[config.mk]
export PLATFORM = sky130hd
export DESIGN_NAME = topological_sort_kahn
export DESIGN_NICKNAME = d
export VERILOG_FILES = /design/src/rtl/tsk_pkg.sv /design/src/rtl/tsk_degree_unit.sv /design/src/rtl/topological_sort_kahn.sv
export SDC_FILE = /design/constraint.sdc
export NUM_CORES = 2
export LEC_CHECK = 0
export BUFFER_PORTS_ARGS = -buffer_cell sky130_fd_sc_hd__buf_4
export CAP_MARGIN = 20
export CORE_UTILIZATION = 51
export CTS_BUF_LIST = sky130_fd_sc_hd__clkbuf_16
export DETAILED_ROUTE_END_ITERATION = 8
export HOLD_SLACK_MARGIN = 0.08
export PLACE_DENSITY = 0.75
export SYNTH_ARGS = -nofsm -noshare
export SYNTH_HDL_FRONTEND = slang
export SYNTH_HIERARCHICAL = 1
export SYNTH_SLANG_ARGS = --single-unit
[constraint.sdc]
create_clock -name clock -period 5.7 [get_ports clock]
set_input_delay 1.14 -clock clock [delete_from_list [all_inputs] [get_ports clock]]
set_output_delay 1.14 -clock clock [all_outputs]
set_load 0.02 [all_outputs]
[src/rtl/tsk_pkg.sv]
`timescale 1ns / 1ps
package tsk_pkg;

   localparam int DEG_W = 6;

   localparam logic [1:0] OP_ADD_EDGE = 2'd0;
   localparam logic [1:0] OP_SORT     = 2'd1;
   localparam logic [1:0] OP_CLEAR    = 2'd2;

   typedef enum logic [2:0] {
      ST_IDLE,
      ST_COUNT,
      ST_SCAN,
      ST_POP,
      ST_WALK,
      ST_FINISH,
      ST_EMIT
   } state_type;

   typedef enum logic [1:0] {
      DEG_HOLD,
      DEG_LOAD,
      DEG_ADD,
      DEG_DEC
   } deg_mode_type;

   typedef struct packed {
      logic [DEG_W-1:0] value;
      logic             write;
      logic             is_zero;
      logic             to_zero;
   } deg_result_type;

endpackage

[src/rtl/tsk_degree_unit.sv]
`timescale 1ns / 1ps
module tsk_degree_unit
   import tsk_pkg::*;
(
   input  deg_mode_type     mode,
   input  logic [DEG_W-1:0] degree,
   input  logic             edge_bit,
   output deg_result_type   result
);

   always_comb begin
      result.value   = degree;
      result.write   = 1'b0;
      result.is_zero = (degree == '0);
      result.to_zero = 1'b0;
      case (mode)
         DEG_HOLD: begin
            result.write = 1'b0;
         end
         DEG_LOAD: begin
            result.value = {{(DEG_W-1){1'b0}}, edge_bit};
            result.write = 1'b1;
         end
         DEG_ADD: begin
            result.value = degree + {{(DEG_W-1){1'b0}}, edge_bit};
            result.write = 1'b1;
         end
         DEG_DEC: begin
            result.value   = degree - {{(DEG_W-1){1'b0}}, 1'b1};
            result.write   = edge_bit && (degree != '0);
            result.to_zero = edge_bit && (degree == {{(DEG_W-1){1'b0}}, 1'b1});
         end
         default: begin
            result.write = 1'b0;
         end
      endcase
   end

endmodule

[src/rtl/topological_sort_kahn.sv]
`timescale 1ns / 1ps
// Kahn topological sort over an adjacency bit matrix. An add-edge or clear item
// leaves busy low, so such items can be issued every cycle. A sort item raises
// busy while one shared in-degree update unit walks the matrix bit by bit: it
// counts in-degrees, queues the sources, walks the row of each visited vertex,
// closes the walk, judges the run and then emits the order, for n vertices in use.
// csr_ready stays low while busy. Results come one per cycle on rsp_valid, the
// last marked by rsp_last_of_run; a cyclic graph gives one result with
// rsp_cycle_detected set. The receiver cannot stall: every result must be taken
// in the cycle it is shown.
module topological_sort_kahn
   import tsk_pkg::*;
#(
   parameter int MAX_VERTICES = 32
)(
   input  logic       clock,
   input  logic       reset,
   input  logic       start,
   output logic       busy,
   input  logic [1:0] req_operation,
   input  logic [4:0] req_src_vertex,
   input  logic [4:0] req_dst_vertex,
   output logic       rsp_valid,
   output logic [4:0] rsp_vertex,
   output logic       rsp_last_of_run,
   output logic       rsp_cycle_detected,
   input  logic       csr_valid,
   output logic       csr_ready,
   input  logic [5:0] csr_data
);

   localparam int VCAP = (MAX_VERTICES < 32) ? MAX_VERTICES : 32;
   localparam int IW   = $clog2(VCAP);
   localparam int CW   = $clog2(VCAP + 1);
   localparam logic [5:0] VCAP6 = 6'(VCAP);

   state_type state_ff, state_in;

   logic [VCAP-1:0]  adj_ff   [VCAP];
   logic [DEG_W-1:0] deg_ff   [VCAP];
   logic [IW-1:0]    queue_ff [VCAP];
   logic [IW-1:0]    order_ff [VCAP];

   logic [5:0]    vertex_count_ff;
   logic [CW-1:0] i_ff, i_in;
   logic [CW-1:0] j_ff, j_in;
   logic [CW-1:0] head_ff, head_in;
   logic [CW-1:0] tail_ff, tail_in;
   logic [CW-1:0] visited_ff, visited_in;
   logic [IW-1:0] cur_ff, cur_in;

   logic       rsp_valid_ff, rsp_valid_in;
   logic [4:0] rsp_vertex_ff, rsp_vertex_in;
   logic       rsp_last_ff, rsp_last_in;
   logic       rsp_cycle_ff, rsp_cycle_in;

   logic [5:0]    n_full;
   logic [CW-1:0] n;
   logic [CW-1:0] n_m1;
   logic          accept;
   logic          edge_ok;
   logic          adj_set;
   logic          adj_clear;
   logic          q_we;
   logic          ord_we;
   logic [IW-1:0] j_idx;
   logic [IW-1:0] row_idx;
   logic          edge_bit;

   deg_mode_type   deg_mode;
   deg_result_type deg_res;

   assign n_full = (vertex_count_ff == 6'd0) ? 6'd1 :
                   (vertex_count_ff > VCAP6) ? VCAP6 : vertex_count_ff;
   assign n      = n_full[CW-1:0];
   assign n_m1   = n - {{(CW-1){1'b0}}, 1'b1};
   assign accept = start && !busy;
   assign edge_ok = ({1'b0, req_src_vertex} < n_full) && ({1'b0, req_dst_vertex} < n_full);
   assign j_idx   = j_ff[IW-1:0];
   assign row_idx = (state_ff == ST_WALK) ? cur_ff : i_ff[IW-1:0];
   assign edge_bit = adj_ff[row_idx][j_idx];

   tsk_degree_unit u_deg (
      .mode     (deg_mode),
      .degree   (deg_ff[j_idx]),
      .edge_bit (edge_bit),
      .result   (deg_res)
   );

   always_comb begin
      state_in      = state_ff;
      i_in          = i_ff;
      j_in          = j_ff;
      head_in       = head_ff;
      tail_in       = tail_ff;
      visited_in    = visited_ff;
      cur_in        = cur_ff;
      rsp_valid_in  = 1'b0;
      rsp_vertex_in = rsp_vertex_ff;
      rsp_last_in   = rsp_last_ff;
      rsp_cycle_in  = rsp_cycle_ff;
      adj_set       = 1'b0;
      adj_clear     = 1'b0;
      q_we          = 1'b0;
      ord_we        = 1'b0;
      deg_mode      = DEG_HOLD;
      case (state_ff)
         ST_IDLE: begin
            if (accept) begin
               case (req_operation)
                  OP_ADD_EDGE: adj_set = edge_ok;
                  OP_CLEAR:    adj_clear = 1'b1;
                  OP_SORT: begin
                     i_in     = '0;
                     j_in     = '0;
                     state_in = ST_COUNT;
                  end
                  default: ;
               endcase
            end
         end
         ST_COUNT: begin
            deg_mode = (i_ff == '0) ? DEG_LOAD : DEG_ADD;
            j_in     = j_ff + 1'b1;
            if (j_ff == n_m1) begin
               j_in = '0;
               i_in = i_ff + 1'b1;
               if (i_ff == n_m1) begin
                  tail_in  = '0;
                  state_in = ST_SCAN;
               end
            end
         end
         ST_SCAN: begin
            if (deg_res.is_zero) begin
               q_we    = 1'b1;
               tail_in = tail_ff + 1'b1;
            end
            j_in = j_ff + 1'b1;
            if (j_ff == n_m1) begin
               head_in    = '0;
               visited_in = '0;
               state_in   = ST_POP;
            end
         end
         ST_POP: begin
            if ((head_ff < tail_ff) && (visited_ff < n)) begin
               cur_in     = queue_ff[head_ff[IW-1:0]];
               ord_we     = 1'b1;
               head_in    = head_ff + 1'b1;
               visited_in = visited_ff + 1'b1;
               j_in       = '0;
               state_in   = ST_WALK;
            end else begin
               state_in = ST_FINISH;
            end
         end
         ST_WALK: begin
            deg_mode = DEG_DEC;
            if (deg_res.to_zero) begin
               q_we    = 1'b1;
               tail_in = tail_ff + 1'b1;
            end
            j_in = j_ff + 1'b1;
            if (j_ff == n_m1) begin
               state_in = ST_POP;
            end
         end
         ST_FINISH: begin
            if (visited_ff != n) begin
               rsp_valid_in  = 1'b1;
               rsp_vertex_in = '0;
               rsp_last_in   = 1'b1;
               rsp_cycle_in  = 1'b1;
               state_in      = ST_IDLE;
            end else begin
               j_in     = '0;
               state_in = ST_EMIT;
            end
         end
         ST_EMIT: begin
            rsp_valid_in  = 1'b1;
            rsp_vertex_in = 5'(order_ff[j_idx]);
            rsp_last_in   = (j_ff == n_m1);
            rsp_cycle_in  = 1'b0;
            j_in          = j_ff + 1'b1;
            if (j_ff == n_m1) begin
               state_in = ST_IDLE;
            end
         end
         default: begin
            state_in = ST_IDLE;
         end
      endcase
   end

   always_ff @(posedge clock) begin
      if (reset) begin
         state_ff        <= ST_IDLE;
         vertex_count_ff <= 6'd32;
         head_ff         <= '0;
         tail_ff         <= '0;
         visited_ff      <= '0;
         rsp_valid_ff    <= 1'b0;
      end else begin
         state_ff     <= state_in;
         head_ff      <= head_in;
         tail_ff      <= tail_in;
         visited_ff   <= visited_in;
         rsp_valid_ff <= rsp_valid_in;
         if (csr_valid && csr_ready) begin
            vertex_count_ff <= csr_data;
         end
      end
   end

   always_ff @(posedge clock) begin
      i_ff          <= i_in;
      j_ff          <= j_in;
      cur_ff        <= cur_in;
      rsp_vertex_ff <= rsp_vertex_in;
      rsp_last_ff   <= rsp_last_in;
      rsp_cycle_ff  <= rsp_cycle_in;
   end

   // adjacency rows are emptied on reset or a clear item
   always_ff @(posedge clock) begin
      if (reset || adj_clear) begin
         for (int r = 0; r < VCAP; r++) begin
            adj_ff[r] <= '0;
         end
      end else if (adj_set) begin
         adj_ff[req_src_vertex[IW-1:0]][req_dst_vertex[IW-1:0]] <= 1'b1;
      end
   end

   always_ff @(posedge clock) begin
      if (deg_res.write) begin
         deg_ff[j_idx] <= deg_res.value;
      end
      if (q_we) begin
         queue_ff[tail_ff[IW-1:0]] <= j_idx;
      end
      if (ord_we) begin
         order_ff[visited_ff[IW-1:0]] <= queue_ff[head_ff[IW-1:0]];
      end
   end

   assign busy               = (state_ff != ST_IDLE);
   assign csr_ready          = !busy;
   assign rsp_valid          = rsp_valid_ff;
   assign rsp_vertex         = rsp_vertex_ff;
   assign rsp_last_of_run    = rsp_last_ff;
   assign rsp_cycle_detected = rsp_cycle_ff;

endmodule

# After elaboration in Yosys (flattened, before gate mapping)
# Memory sizes are Yosys's and may differ from the RTL's. A register that Yosys moved wholly into a read port is not among the register bits.
# Index checks and enable logic that the tools add are counted.
op_classes:
  add_sub_neg: 8
  order_cmp: 8
  eq_ne: 27
  muxes: 75
  n_reduce_logical: 33
ops:
  columns: ["cell", "count"]
  rows:
  - ["2-to-1 mux 32 bit", 3]
  - ["2-to-1 mux 6 bit", 15]
  - ["case mux 6 bit (2 select lines)", 3]
  - ["case mux 6 bit (3 select lines)", 2]
  - ["2-to-1 mux 5 bit", 7]
  - ["OR reduction 32 bit", 1]
  - ["adder 6 x 1 -> 6 bit, second input constant", 5]
  - ["case mux 6 bit (5 select lines)", 1]
  - ["2-to-1 mux 1 bit", 26]
  - ["2-to-1 mux 3 bit", 7]
  - ["!= test 2 bit, second input constant", 10]
  - ["logical NOT 6 bit", 3]
  - ["case mux 3 bit (6 select lines)", 1]
  - ["equality test 6 bit", 2]
  - ["less-than comparator 5 x 6 -> 1 bit", 2]
  - ["less-than comparator 5 x 6 -> 1 bit, second input constant", 2]
  - ["less-than comparator 6 bit", 2]
  - ["subtractor 6 x 1 -> 6 bit, second input constant", 2]
  - ["case mux 5 bit (2 select lines)", 1]
  - ["AND reduction 5 bit", 2]
  - ["equality test 3 bit, second input constant", 3]
  - ["case mux 1 bit (2 select lines)", 4]
  - ["logical AND 1 bit", 7]
  - ["adder 6 x 1 -> 6 bit", 1]
  - ["28 further kinds", 39]
word_totals:
  register_bits: 52
  mem_bits_rw: 1536
  out_inout_bits: 10
  mem_count: 4
mem_list:
  columns: ["name", "words", "word_bits", "read_ports", "rd_clocked_by_memory_dff", "write_ports", "line", "rtl"]
  rows:
  - ["adj_ff", 32, 32, 1, 0, 32, "topological_sort_kahn.sv:39", "logic [VCAP-1:0] adj_ff [VCAP];"]
  - ["deg_ff", 32, 6, 1, 1, 1, "topological_sort_kahn.sv:40", "logic [DEG_W-1:0] deg_ff [VCAP];"]
  - ["order_ff", 32, 5, 1, 1, 1, "topological_sort_kahn.sv:42", "logic [IW-1:0] order_ff [VCAP];"]
  - ["queue_ff", 32, 5, 1, 1, 1, "topological_sort_kahn.sv:41", "logic [IW-1:0] queue_ff [VCAP];"]

# Logic depth before layout (Yosys ltp)
logic_depth:
  ltp_word: 13
  depth_mapped: 22

# Hierarchy
# The synthesis kept the hierarchy.
by_module_without_submodules:
  columns: ["mod", "n_inst", "cells_per_inst", "area_each_um2", "seq_area_each_um2"]
  rows:
  - ["topological_sort_kahn", 1, 6309, 63667.3, 37355.8]
  - ["tsk_degree_unit", 1, 57, 386.6, 0.0]

# Worst setup path after synthesis
# No wires, ideal clock.
synth_path:
  kind: "reg2reg"
  start: "reg state_ff[2]"
  end: "mem deg_ff[0][1], data pin"
  t_arrival_ns: 4.634
  slack_ns: 0.689
  path_stages_with_launch: 19
  synth_period_minus_slack_ns: 5.011
  path_cell_list: "dfxtp_1 -> buf_4 -> or3b_4 -> a21oi_1 -> buf_4 -> buf_4 -> buf_2 -> mux4_1 -> a2111oi_1 -> nand2_1 -> a31oi_1 -> nand4_1 -> or4_1 -> ha_1 -> ha_1 -> nand2_1 -> o21ai_1 -> nor2_1 -> a21oi_1"
synth_lines:
  columns: ["item", "line", "rtl"]
  rows:
  - ["start, declared", "topological_sort_kahn.sv:37", "state_type state_ff, state_in;"]
  - ["start signal, assigned", "topological_sort_kahn.sv:206", "state_ff <= state_in;"]
  - ["end, declared", "topological_sort_kahn.sv:40", null]

==> flow_summary.ini <==
[yosys]
synthTopCellsByCount = 1739 x nand2_1, 1062 x dfxtp_1, 1046 x o21ai_0, 536 x edfxtp_1, 412 x clkbuf_1
synth_top_cell_by_area = dfxtp_1
synth.lib_cells_used.distinct = 75
synthCells = 6366
ys_ff_latch = 1598
yosys_warnings = 6
ys_async_sr_fraction_pct = 0
syn-cell-area_um2 = 64100
yosysSeqAreaShare_pct = 58.3
ys_top_cells_by_area = dfxtp_1 33%, edfxtp_1 25%, nand2_1 10%, o21ai_0 8.2%, mux4_2 6.4%
synth-main-ff-cell = dfxtp_1
synth_most_common_cell = nand2_1
synth-edff-count = 536
syn_area_per_cell_um2 = 10.1
synth_top_area_share_pct = 33.2
synth.net_count = 6432

[pwr]
p_sw_mw = 5.50
power_mw = 23.4
seqPwrFrac_pct = 51.0
p_int_mw = 17.9
power_switching_share_pct = 23.5
pwr-share-clk_pct = 42.7
p_leak_nw = 23.8
cellPowerDensity_nw_per_um2 = 327
p_comb_share_pct = 6.3
peakVddDrop_v = 0.000233

[clock_network]
cts_made_buffers = 155
clk_pin_slew_worst_paths_ps = 60
insertion_delay_ps = 800
cts_max_level = 4
postCtsHoldBufs = 0
cts_buffer_depth = 3
cts_tree = done
root_buffer = clkbuf_16
cts.sinks = 1598

[floorplanning]
rows = 129
io-pin-count = 32
coreArea_um2 = 124000
dieWidth_um = 356
dieArea_um2 = 127000
die_y_um = 356
initial_core_util_pct = 51.6

[layout]
area_growth_pct = 11.8
drive_above_1_share_pct = 11.1
fin_util_pct = 57.7
nNetsFinal = 6327

[global_route]
grt_usage_pct = 30.2
met1_usage_pct = 40.1
met2_usage_pct = 46.2
overflow = 0
antenna_found_initial = 12
met3_usage_pct = 7.19
grt.busiest_layer = met2
grt_pass1_vias = 46800
grt_max_degree = 218
grt_pass1_wl_mm = 292

[placement]
hpwlAfterDp_mm = 114
port_buffers = 31
place.gp.congestion = 0.892

[route]
ant_nets = 0
drt-vias-per-instance = 6.26
vias = 50300
routedWlPerCell_um = 24.2
drt_iter0_markers = 6738
drt_pass1_iterations = 6
drc = 0
drt_wl_total_mm = 195

[hold_path]
holdCritPathClass = register to register
hold_start = adj_ff[24][0]$_DFF_P_

[sta]
maxSlewViolCount = 0
tightest_slew_ps = 1130
setup_viol = 0
rsz0062_at_grt = no
layout_min_cycle_time_ps = 5680
finalCritPeriodShare_pct = 99.6
skew_ps = 43.2
hold_violations = 0
slew_headroom_pct = 24.6
max_freq_mhz = 176
hold_ws_ps = 450

[worst_setup_path]
rr_startpoint = state_ff[0]$_SDFFE_PP0P_
crit_path_start = state_ff[0]$_SDFFE_PP0P_
critPathRequiredTime_ps = 6200
arrival_ps = 6180
startpoint_type = register
critPathMaxFanout = 32
worstSetupPathType = register to register
cp-end-kind = register

[flow_run]
cap_violations = 0

[outcome]
outcome = finished clean
## state kept, by name (all words and copies together), names as in the netlist, 160 cells and up, named ones only
name,count
adj_ff,1024
deg_ff,192
order_ff,160
queue_ff,160
## area by class of cell
class / instances / area (µm²)
Multi-Input combinational cell: 4190 / 24500
Timing Repair Buffer: 268 / 2630
Tap cell: 1637 / 2050
Antenna cell: 7 / 17.5
Fill cell: 10000 / 52500
Sequential cell: 1598 / 37400
Clock inverter: 125 / 955
Clock buffer: 158 / 3950
Inverter: 48 / 180
## final timing paths
kind	cells past startpoint	end	slack [ps]
setup / recovery	17	deg_ff[10][4]$_DFFE_PP_	20
hold / removal	2	adj_ff[24][0]$_DFF_P_	450
setup reg to reg	17	deg_ff[10][4]$_DFFE_PP_	20
hold reg to reg	2	adj_ff[24][0]$_DFF_P_	450
## metal layers
metal  routed length [µm]  vias up
met1                73900    24300
met2                87000     3077
met3                23200      709
li1                     -    22200
met4                10500       12
met5                   76        -
## kinds of logic after synthesis
group | share of synthesized area (%)
and+or+nand+nor | 15.0
DFF | 58.3
AOI/OAI and AO/OA | 12.1
buffers and inverters | 3.74
muxes | 9.61
adders and majority gates | 0.859
xor gates and xnor gates | 0.398
## worst max-delay path, cell delays in order (launching register included)
cell      delay [ps]
dfxtp_1          350
or3b_4           470
a21oi_4          410
buf_12           220
buf_4            320
mux4_2           360
a211o_1          310
a31oi_1          340
nor4b_1           90
nand4b_1         360
or4_4            670
ha_1             260
ha_1             230
nand3_1          110
mux2_1           350
a22oi_1          220
o21ai_2          120
buf_12           180
## cells in the final DEF, fill, tap and decap left out, types with 88 or more instances in the layout
| cell | synthesis | final |
|---|---|---|
| dfxtp_1 | 1062 | 1059 |
| nand3_1 | 255 | 255 |
| nor2_1 | 161 | 161 |
| nand2_1 | 1739 | 1731 |
| a31oi_1 | 89 | 88 |
| clkbuf_16 | 0 | 158 |
| mux2i_1 | 171 | 168 |
| edfxtp_1 | 536 | 536 |
| o21ai_0 | 1046 | 1045 |
| buf_4 | 16 | 218 |
| mux4_2 | 183 | 183 |
| inv_1 | 47 | 90 |
## power groups by stage
| stage | Sequential [mW] | Clock [mW] | Combinational, mW |
|---|---|---|---|
| global route | 11.9 | 10.5 | 1.53 |
| floorplan | 12.2 | 0 | 0.895 |
| finish | 11.9 | 10.0 | 1.48 |
| detailed placement | 12.2 | 0 | 1.42 |
| global placement | 12.2 | 0 | 1.38 |
| CTS | 12.0 | 10.0 | 1.43 |
## what timing repair did
item	CTS	global route
resized for setup	1	4
buffers inserted	0	0
setup endpoints to repair	18	345
pin swaps	0	0
endpoints found under the hold margin	0	0
## through the flow
step           setup slack, ps  instance area [µm²]  cells  setup TNS (ps)
2_1_floorplan              689                64100   6366               0
3_3_place_gp              -332                66600   7734          -10540
3_5_place_dp              40.8                66600   7736               0
4_1_cts                   92.5                71500   8019               0
5_1_grt                   22.2                71600   8025               0
6_report                  23.9                71600   8031               0
No activity file was read; power rests on OpenSTA's default activity.
